### src/rbm_div.sv
`timescale 1ns / 1ps
// ----------------------------------------------------------------------------
// rbm_div
// Restoring divider, one quotient bit per cycle. The remainder starts at
// rem_init and the top bits of num are shifted in, steps of them.
// ----------------------------------------------------------------------------
module rbm_div #(
	parameter int W     = 24,
	localparam int SW   = $clog2(W + 1)
) (
	input  logic          clk,
	input  logic          arst_n,
	input  logic          start,
	input  logic [SW-1:0] steps,
	input  logic [W-1:0]  rem_init,
	input  logic [W-1:0]  num,
	input  logic [W-1:0]  divisor,
	output logic          done,
	output logic [W-1:0]  rem,
	output logic [W-1:0]  quot
);

	logic          busy_q;
	logic          done_q;
	logic [SW-1:0] cnt_q;
	logic [W-1:0]  rem_q;
	logic [W-1:0]  num_q;
	logic [W-1:0]  quot_q;
	logic [W-1:0]  div_q;
	logic [W:0]    trial;
	logic          ge;

	assign trial = {rem_q, num_q[W-1]};
	assign ge    = trial >= {1'b0, div_q};

	always_ff @(posedge clk or negedge arst_n) begin
		if (!arst_n) begin
			busy_q <= 1'b0;
			done_q <= 1'b0;
			cnt_q  <= '0;
		end else begin
			done_q <= 1'b0;
			if (start) begin
				busy_q <= 1'b1;
				cnt_q  <= steps;
			end else if (busy_q) begin
				cnt_q <= cnt_q - 1'b1;
				if (cnt_q == SW'(1)) begin
					busy_q <= 1'b0;
					done_q <= 1'b1;
				end
			end
		end
	end

	always_ff @(posedge clk) begin
		if (start) begin
			rem_q  <= rem_init;
			num_q  <= num;
			div_q  <= divisor;
			quot_q <= '0;
		end else if (busy_q) begin
			// remainder stays below the divisor, so it fits W bits
			rem_q  <= ge ? W'(trial - {1'b0, div_q}) : trial[W-1:0];
			num_q  <= {num_q[W-2:0], 1'b0};
			quot_q <= {quot_q[W-2:0], ge};
		end
	end

	assign done = done_q;
	assign rem  = rem_q;
	assign quot = quot_q;

endmodule

### config.mk
export PLATFORM = sky130hd
export DESIGN_NAME = rbm_div
export DESIGN_NICKNAME = d
export VERILOG_FILES = /design/src/rbm_div.sv
export SDC_FILE = /design/constraint.sdc
export NUM_CORES = 1
export LEC_CHECK = 0
export ABC_AREA = 1
export CAP_MARGIN = 20
export CORE_ASPECT_RATIO = 0.6
export CORE_MARGIN = 3
export CORE_UTILIZATION = 65
export DETAILED_ROUTE_END_ITERATION = 10
export DONT_BUFFER_PORTS = 1
export PLACE_DENSITY_LB_ADDON = 0.2
export REMOVE_ABC_BUFFERS = 1
export SLEW_MARGIN = 25
export SYNTH_ARGS = -nofsm -noshare
export SYNTH_HDL_FRONTEND = slang
export SYNTH_SLANG_ARGS = --single-unit
export TNS_END_PERCENT = 50
### constraint.sdc
create_clock -name clk -period 4.4 [get_ports clk]
set_input_delay 0.22 -clock clk [delete_from_list [all_inputs] [get_ports clk]]
set_output_delay 0.22 -clock clk [all_outputs]
set_load 0.02 [all_outputs]
After elaboration in Yosys (flattened, before gate mapping) --
Index checks and enable logic that the tools add are counted.
Word-level totals: logic and storage cells 25, register bits after elaboration 103, output and inout port bits 49, input port bits 80
Operators by class: add/subtract/negate cells 2, equal/unequal tests 1, multiplexer cells 13, magnitude comparators 1, reduce and logical (&&, ||, !) cells 1
Operators by type and width (number):
- $mux W24 | 5
- $ge A25 B24 Y1 | 1
- $sub A24 B24 Y24 | 1
- $mux W5 | 2
- $mux W1 | 6
- $eq A5 B1 Y1 const B | 1
- $sub A5 B1 Y5 const B | 1
- $reduce_bool A2 Y1 | 1

Logic depth before layout (Yosys ltp) --
Gate-level depths: netlist (run 1).
depth after elaboration 4, depth in mapped cells 15, depth with buffers taken out 15

Worst setup path after synthesis (run 1) --
OpenSTA, ideal clock, no wires.
path kind reg2reg, from reg busy_q, to reg num_q[0] (enable), cell stages (with the launch flop) 4, arrival 2.069 ns, period minus slack after synthesis 2.500 ns, slack 1.900 ns, data required time 3.969 ns, cell sequence dfrtp_1 -> nor2_1 -> clkinv_1 -> clkbuf_1
On the way: cells in the longest elaborated chain, start to end 1
RTL lines:
- start, declared | RTL line 23 | logic busy_q;
- start signal, assigned | RTL line 38 | busy_q <= 1'b0;
- start signal, assigned | RTL line 44 | busy_q <= 1'b1;
- start signal, assigned | RTL line 49 | busy_q <= 1'b0;
- $reduce_bool A2 Y1 (no line)
- end signal, assigned | RTL line 59 | num_q <= num;
- end signal, assigned | RTL line 65 | num_q <= {num_q[W-2:0], 1'b0};
- end, declared | RTL line 27 | logic [W-1:0] num_q;
No other way between the ends. A chain may end at the register's enable or synchronous reset.

Final worst setup path (run 1) --
from reg rem_q[3], in the netlist rem[3], to reg rem_q[12], in the netlist rem[12] (data pin)
On the way: cells in the longest elaborated chain, start to end 4, elaborated cells on any way between the ends 5, those cells by class 1 x add/sub; 1 x order compare; 3 x mux
RTL lines:
- start, declared | RTL line 26 | logic [W-1:0] rem_q;
- start signal, assigned | RTL line 58 | rem_q <= rem_init;
- start signal, assigned | RTL line 64 | rem_q <= ge ? W'(trial - {1'b0, div_q}) : trial[W-1:0];
- $sub A24 B24 Y24 / $ge A25 B24 Y1 (equally long branches) | RTL line 64, 34
- $mux W24 * | RTL line 64
- $mux W24 * | RTL line 62 | end else if (busy_q) begin
- $mux W24 * | RTL line 57 | if (start) begin
Every way passes the cells marked *; elsewhere a longest branch is shown, timed or not. The select of a mux whose other input is x is not followed.

==> results.cfg, run 1 <==
[timing]
clock.fmax_ghz = 0.314
relSlewSlack = 0.539
finalHoldViolCount = 0
fin_crit_sh = 0.723
min_period_ps = 3180
tns_ps = 0
drv_slew = 0
tightest_slew_ps = 687
finalSetupViolCount = 0
fin_skew_ps = 7.58
rsz0062_at_grt = no

[critical_path]
cp-end-kind = register
crit_arrival_ps = 3290
crit_fanout = 25
critical_path_class = register to register
start_kind = register
required_ps = 4510

[finish]
final_common_cell = nand2_1
antennaDiodeCount = 0
layout-drive-gt1-share = 0.0412
final_cell_mix = nand2_1 (323), inv_1 (162), edfxtp_1 (72)
instances_no_fill = 975
finish.utilization = 0.768
area_delta_synth_final_pct = 10.4
nets = 951

[routing]
drc = 0
routedWlPerCell_microns = 17.1
num_vias = 5525
drtIter0Drc = 654
wl_microns = 16700
routed_via_density = 5.67
drtAntennaViolNets = 0
dr.pass1.iters = 5

[clock_tree]
clock-sinks = 103
cts_buffer_depth = 2
cts_setup_buffers = 0
cts.htree.levels = 3
clk_pin_slew_worst_paths_ps = 70
clk_latency_ps = 350
cts_tree = built
cts_root_buf = clkbuf_16
cts_resized = 0
cts_buffers = 9

[worst_hold_path]
hold_path.class = input pin to register

[placed_design]
dp.cells = 933
io_buffers = 0
hpwl_microns = 11700
gp_routability_congestion = 0.950

[synth]
ys_seq_area_frac = 0.456
synth-main-ff-cell = edfxtp_1
syn_area_sq_um = 6180
post_synth_num_cell_types = 33
ys_async_sr_fraction = 0.0680
yosys_warnings = 0
avgSynthCellArea_sq_um = 7.47
synth_edf_count = 72
syn_inst = 827
ys_seq_elements = 103

[power]
internal-power_mw = 2.36
power_density_nw_per_um2 = 630
totalPowerFinal_mw = 4.30
p_leak_nw = 3.45
combPwrFrac = 0.447
switching_share = 0.452
ir_worst_vdd_v = 0.000441
seq_power_share = 0.360
clkPwrFrac = 0.192
switching_power_mw = 1.95

[global_routing]
grt_max_degree = 58
grt_first_pass_wirelength_microns = 26400
globalRouteOverflowTotal = 0
grt_pass1_vias = 5176
grt_use_total = 0.315
antenna_found_initial = 0

[die]
start_util = 0.696
fp.dieH_microns = 81.5
rows = 26
core_area_sq_um = 8880
ios = 129
die_w_microns = 132
dieArea_sq_um = 10800

[job]
max-cap-violations = 0

[run_status]
status = finished, final reports clean
## layer usage
metal	GRT usage	vias up	share of wire
met5	0	-	0
met4	0.0964	0	0.019
met3	0.0918	36	0.12
met2	0.470	336	0.42
met1	0.448	2517	0.44
li1	-	2636	-
## power by group through the flow
stage | registers (mW) | logic [mW] | clock network (mW)
final | 1.55 | 1.92 | 0.827
after global routing | 1.57 | 2.16 | 0.869
after CTS | 1.55 | 1.86 | 0.828
after detailed placement | 1.57 | 1.81 | 0
after global placement | 1.56 | 1.76 | 0
after floorplan | 1.52 | 1.38 | 0
## cells in the mapped netlist, types with 2 or more instances
master | number | area [sq um]
a21oi_1 | 10 | 50.1
a22oi_1 | 2 | 15.0
buf_1 | 4 | 15.0
buf_2 | 7 | 35.0
buf_6 | 2 | 22.5
clkbuf_1 | 10 | 37.5
clkinv_1 | 2 | 7.51
dfrtp_1 | 7 | 175
dfxtp_1 | 24 | 480
edfxtp_1 | 72 | 2160
ha_1 | 26 | 325
inv_1 | 162 | 608
inv_2 | 3 | 11.3
nand2_1 | 323 | 1210
nand2_2 | 5 | 31.3
nand3_1 | 44 | 220
nand3b_1 | 5 | 37.5
nand4_1 | 31 | 194
nor2_1 | 32 | 120
nor2_2 | 3 | 18.8
nor3_1 | 4 | 20.0
o211ai_1 | 2 | 15.0
o21ai_0 | 4 | 20.0
o22ai_1 | 22 | 138
xnor2_1 | 12 | 105
xor2_1 | 2 | 17.5
## stage by stage
stage          cell area [sq um]  worst slack, ps  hold WS (ps)
2_1_floorplan               6070             1750         -75.6
3_3_place_gp                6250             1510         -75.4
3_5_place_dp                6250             1350         -75.4
4_1_cts                     6820             1340          9.81
5_1_grt                     6820             1040          24.7
6_report                    6820             1220          18.3
## layout make-up
type,instances,area [sq um]
sequential,103,2820
multi-input combinational,534,2630
fill,655,2060
inverter,167,627
timing repair buffer,29,293
clock buffer,9,225
tap,126,158
clock inverter,7,77.6
## registers in the layout (all words and copies together), names as in the netlist
signal  cells
num_q      24
quot       24
done        1
cnt_q       5
div_q      24
busy_q      1
rem        24
## what timing repair did
| action | CTS | global route |
|---|---|---|
| hold endpoints to repair | 56 | 0 |
| endpoints found under the setup margin | 0 | 0 |
| hold buffers | 26 | 0 |
## cells by family (layout without fill, tap and decap cells)
logic type               Yosys count  count (layout)  share of synthesized area
AND/OR/NAND/NOR                  451             451                      0.307
buffers and inverters            190             212                      0.119
AO/OA/AOI/OAI                     42              42                     0.0425
adder cells (fa/ha/maj)           27              27                     0.0559
XOR/XNOR                          14              14                     0.0198
flip-flops                       103             103                      0.456
## worst max-delay path, stage by stage, from the launching register on
cell and delay [ps]:
edfxtp_1 550, ha_1 450, nand2_1 130, nor2_1 300, nand4_1 160, nor2_1 150
nand2_2 410, nand3_4 500, nand2_1 120, nand3_1 100, nand2_1 60
## final timing paths
path / cells after the start / slack (ps) / endpoint / from
setup / recovery: 10 / 1220 / rem[12]$_DFFE_PP_ / rem[3]$_DFFE_PP_
min in group asynchronous: 1 / 190 / cnt_q[3]$_DFFE_PN0P_ / arst_n
hold reg to reg: 2 / 510 / busy_q$_DFF_PN0_ / busy_q$_DFF_PN0_
hold / removal: 2 / 20 / cnt_q[4]$_DFFE_PN0P_ / steps[4]
setup reg to reg: 10 / 1220 / rem[12]$_DFFE_PP_ / rem[3]$_DFFE_PP_
max in group asynchronous: 1 / 3970 / busy_q$_DFF_PN0_ / arst_n
No activity file was read; power rests on OpenSTA's default activity.
==> run 2, diff against run 1 <==
- ABC_AREA: 1 -> 0
- CORE_UTILIZATION: 65 -> 64
- clock period: 4.4 -> 3.2 ns (I/O delays scaled with it)
==> run 2 against run 1 <==
Flip-flop and latch count unchanged. Sequential power up 39%. Largest cell class unchanged. Routed wire length down 29%. Final area down 9.6%. Area after synthesis down 13%. Worst hold slack worse by 7.8 ps. Register-to-register slack worse by 970 ps. Synthesized cell count down 43%.
==> results.cfg, run 2 <==
[finish]
nets = 609
antennaDiodeCount = 0
layout-drive-gt1-share = 0.120
nFillCells = 549
final_common_cell = edfxtp_1
area_delta_synth_final_pct = 14.3
final_cell_mix = edfxtp_1 (72), nor2_1 (50), mux2i_1 (43)

[die]
rows = 25
ios = 129
fp.dieH_microns = 77.1
core_area_sq_um = 8040
start_util = 0.671
die_w_microns = 124
dieArea_sq_um = 9600

[synth]
avgSynthCellArea_sq_um = 11.5
synth_largest_area_cell = edfxtp_1
post_synth_num_cell_types = 58
yosys_warnings = 0
yosysMostFrequentCell = edfxtp_1
yosys.area.top_type_share = 0.401
synthTopCellsByArea = edfxtp_1 (40%), dfxtp_1 (8.9%), mux2i_1 (8.0%)
ys_seq_area_frac = 0.523
ys_seq_elements = 103
syn_inst = 468
synth-main-ff-cell = edfxtp_1
synth_edf_count = 72
syn_area_sq_um = 5390
synth_commonest_cells = edfxtp_1 (72), nor2_1 (50), mux2i_1 (43)
ys_async_sr_fraction = 0.0680

[critical_path]
crit_arrival_ps = 3050
start_kind = register
r2r_start = rem[2]$_DFFE_PP_
path_depth = 9
critical_path.top_delay_family = compound AO/OA/AOI/OAI gates
crit_fanout = 6
worst-path-buf-inv = 1
required_ps = 3290
r2r_cells = 9
cp_cell_sequence = ha_1, a31oi_1, a21oi_2, o41ai_4, buf_4, o211ai_1, a21boi_0, xnor2_1, a221o_1
r2r_slack_ps = 240
cp-end-kind = register
critical_path_class = register to register
cpPeakStageDelay_ps = 530
crit_start = rem[2]$_DFFE_PP_
slowest_stage = edfxtp_1

[routing]
routed_via_density = 5.99
wl_microns = 11800
drtAntennaViolNets = 0
routedWlPerCell_microns = 19.2
num_vias = 3685
drc = 0
drtIter0Drc = 250
dr.pass1.iters = 4

[placed_design]
place_ws_ps = 293
gp_routability_congestion = 0.866
hpwl_microns = 7820
io_buffers = 0

[clock_tree]
clock-sinks = 103
cts_tree = built
cts_setup_buffers = 0
clk_latency_ps = 350
clk_pin_slew_worst_paths_ps = 80
cts.htree.levels = 3
cts_root_buf = clkbuf_16
cts_buffers = 9
cts_buffer_depth = 2
cts_resized = 0

[timing]
relSlewSlack = 0.559
min_period_ps = 2960
finalSetupViolCount = 0
clock.fmax_ghz = 0.338
holdWs_ps = 10.5
tightest_slew_ps = 658
fin_skew_ps = 7.59
fin_crit_sh = 0.924
drv_slew = 0
setup_ws_ps = 244
rsz0062_at_grt = no
finalHoldViolCount = 0

[power]
ir_worst_vdd_v = 0.000402
power_density_nw_per_um2 = 915
p_leak_nw = 2.74

[job]
max-cap-violations = 0

[worst_hold_path]
hold_path.class = input pin to register
hold_path_depth = 1
min_from = num[0]

[global_routing]
grt_max_degree = 58
grt_first_pass_wirelength_microns = 19100
globalRouteOverflowTotal = 0
grt_use_total = 0.251
antenna_found_initial = 1
grt_pass1_vias = 3721

[run_status]
status = finished, final reports clean
-- run 2: cell types whose count changed in the layout (fill, tap and decap cells not counted), sizes merged, moves of 13 or more --
cell	before	now
nand2	328	21
inv	169	36
mux2i	0	43
nand3	45	3
nand4	31	2
mux2	0	25
a21oi	11	33
o22ai	22	2
nor2	35	50
a21o	0	13
-- run 2: report_power, final --
| part | total [mW] | internal (mW) | switching (mW) |
|---|---|---|---|
| Clock | 1.14 | 0.600 | 0.535 |
| Combinational | 2.35 | 1.10 | 1.26 |
| Sequential | 2.15 | 1.76 | 0.393 |
-- run 2: kinds of logic (layout without fill, tap and decap cells) --
| logic type | Yosys count | in the layout | synth area share |
|---|---|---|---|
| flip-flops | 103 | 103 | 0.523 |
| buffers and inverters | 51 | 90 | 0.0378 |
| AND/OR/NAND/NOR | 110 | 110 | 0.0972 |
| adder cells (fa/ha/maj) | 27 | 27 | 0.0641 |
| AO/OA/AOI/OAI | 84 | 84 | 0.106 |
| XOR/XNOR | 25 | 25 | 0.0406 |
| multiplexers | 68 | 68 | 0.132 |
-- run 2: per-layer routing --
| metal | vias up | share of wire | global-route usage |
|---|---|---|---|
| met2 | 156 | 0.44 | 0.386 |
| met4 | 2 | 0.012 | 0.0635 |
| met3 | 15 | 0.098 | 0.0967 |
| met1 | 1753 | 0.45 | 0.336 |
| met5 | - | 0.00059 | 0 |
| li1 | 1759 | - | - |
-- run 2: repair_timing --
item                       4_1_cts  5_1_grt
hold buffers                    31        0
hold endpoints to repair        85        0
setup endpoints to repair        0        0
-- run 2: final cells by class --
cell class | instances | area [sq um] | share of cell area
repair buffers | 41 | 403 | 0.0654
flip-flops and latches | 103 | 2820 | 0.457
inverters | 33 | 124 | 0.0201
clock inverters | 6 | 65.1 | 0.0106
clock buffers | 10 | 250 | 0.0406
multi-input cells | 314 | 2370 | 0.384
well taps | 108 | 135 | 0.0219
-- run 2: worst paths after layout --
check,endpoint
max,rem[21]$_DFFE_PP_
min,num_q[0]$_SDFFCE_PN0P_
max reg2reg,rem[21]$_DFFE_PP_
min reg2reg,num_q[23]$_DFFE_PP_
max in group asynchronous,busy_q$_DFF_PN0_
min in group asynchronous,cnt_q[0]$_DFFE_PN0P_
-- run 2: per-stage QoR --
step | util | setup TNS [ps] | area, sq um | power (mW) | instances
after floorplan | - | -577 | 5310 | 3.89 | 450
after CTS | 0.767 | 0 | 6160 | 5.63 | 615
after detailed placement | 0.687 | 0 | 5520 | 4.43 | 568
after global routing | 0.767 | 0 | 6160 | 5.97 | 615
final | 0.767 | 0 | 6160 | 5.64 | 615
after global placement | 0.687 | 0 | 5520 | 4.35 | 568
==> run 3, diff against run 2 <==
- PLACE_DENSITY_LB_ADDON: 0.2 -> 0.1
==> run 3 against run 2 <==
Clock skew up 1.0 ps. Cell count fell by 0.16%. Via count shrank 1.2%. Core utilization fell by 0.37 points. Sequential power about the same. Final area shrank 0.49%. Sequential share of layout area up 0.22 points. Global-route usage increased by 0.72 points. Worst setup slack worse by 57 ps.
==> results.cfg, run 3 (synthesis gave the netlist of run 2 again) <==
[clock_tree]
clock-sinks = 103
clk_latency_ps = 350
cts_tree = built
cts_setup_buffers = 0
cts_buffer_depth = 2
clk_pin_slew_worst_paths_ps = 70
cts.htree.levels = 3
cts_root_buf = clkbuf_16
cts_buffers = 9

[critical_path]
crit_arrival_ps = 3110
cp_cell_sequence = ha_1, a21o_1, a21o_1, a21oi_2, o22ai_1, or4_1, o21a_1, buf_12, mux2i_1, mux2_2
critical_path.top_delay_family = compound AO/OA/AOI/OAI gates
cpPeakStageDelay_ps = 490
timing.critical_path.mode_cell = a21o_1
path_depth = 10
slowest_stage = or4_1
crit_start = rem[17]$_DFFE_PP_
worst-path-buf-inv = 1
critical_path_class = register to register
r2r_cells = 10
r2r_slack_ps = 190
r2r-end = rem[0]$_DFFE_PP_
required_ps = 3300
cp-end-kind = register
crit_fanout = 24
r2r_start = rem[17]$_DFFE_PP_
endpoint = rem[0]$_DFFE_PP_
start_kind = register

[timing]
finalSetupViolCount = 0
rsz0062_at_grt = no
fin_crit_sh = 0.942
drv_slew = 0
fin_skew_ps = 8.63
tightest_slew_ps = 652
finalHoldViolCount = 0
min_period_ps = 3010
setup_ws_ps = 187
clock.fmax_ghz = 0.332
relSlewSlack = 0.565
tns_ps = 0

[global_routing]
grt_max_degree = 58
antenna_found_initial = 0
grt_first_pass_wirelength_microns = 19700
grt_pass1_vias = 3726
globalRouteOverflowTotal = 0
grt_use_total = 0.258

[job]
max-cap-violations = 0

[power]
p_leak_nw = 2.72
power_density_nw_per_um2 = 903
ir_worst_vdd_v = 0.000359
totalPowerFinal_mw = 5.54

[worst_hold_path]
hold_path.class = input pin to register

[placed_design]
hpwl_microns = 7950
dp.cells = 567
place_ws_ps = 210
io_buffers = 0
gp_routability_congestion = 0.844

[finish]
area_delta_synth_final_pct = 13.8
finish.utilization = 0.763
antennaDiodeCount = 0
nets = 609
nFillCells = 584
final_common_cell = edfxtp_1
final_cell_mix = edfxtp_1 (72), nor2_1 (50), mux2i_1 (43)
layout-drive-gt1-share = 0.115
instances_no_fill = 614

[die]
ios = 129
fp.dieH_microns = 77.1
core_area_sq_um = 8040
start_util = 0.671
die_w_microns = 124
dieArea_sq_um = 9600
rows = 25

[routing]
num_vias = 3639
routedWlPerCell_microns = 19.4
drtAntennaViolNets = 0
drc = 0
routed_via_density = 5.93
dr.pass1.iters = 5
drtIter0Drc = 234
wl_microns = 11900

[run_status]
status = finished, final reports clean
[run 3: cell type report]
class,count,area (sq um),share of cell area
sequential,103,2820,0.459
timing repair buffer,41,418,0.0681
inverter,33,124,0.0202
multi-input combinational,314,2370,0.386
clock inverter,5,41.3,0.00673
tap,108,135,0.0220
clock buffer,10,229,0.0373
[run 3: power breakdown]
group	leakage, nW	total (mW)	switching, mW	internal [mW]
Combinational	1.57	2.38	1.27	1.11
Sequential	1.02	2.14	0.381	1.76
Clock	0.136	1.02	0.488	0.534
Total	2.72	5.54	2.14	3.40
[run 3: per-stage QoR]
| step | hold WS [ps] | area, sq um |
|---|---|---|
| final | 15.5 | 6130 |
| after CTS | 3.34 | 6130 |
| after detailed placement | -135 | 5530 |
| after global placement | -135 | 5530 |
| after floorplan | -136 | 5310 |
| after global routing | 12.6 | 6130 |
[run 3: metal layers]
metal	routed length (microns)	track usage
met1	5280	0.352
met2	5330	0.398
met3	1160	0.0946
met4	115	0.0569
met5	0	0
[run 3: how the worst min path moves through the flow]
stage | from | endpoint | slack [ps] | cells after the start
after floorplan | arst_n | busy_q$_DFF_PN0_ | -140 | 0
after global placement | arst_n | cnt_q[2]$_DFFE_PN0P_ | -140 | 0
after detailed placement | arst_n | cnt_q[4]$_DFFE_PN0P_ | -140 | 0
after CTS | num[0] | num_q[0]$_SDFFCE_PN0P_ | 3 | 1
after global routing | rem_init[2] | rem[2]$_DFFE_PP_ | 10 | 2
final | rem_init[2] | rem[2]$_DFFE_PP_ | 20 | 2
[run 3: timing repair]
action                                  4_1_cts  5_1_grt
gates resized for setup                       0        1
hold buffers                                 32        0
hold endpoints to repair                     86        0
endpoints found under the setup margin        0        1
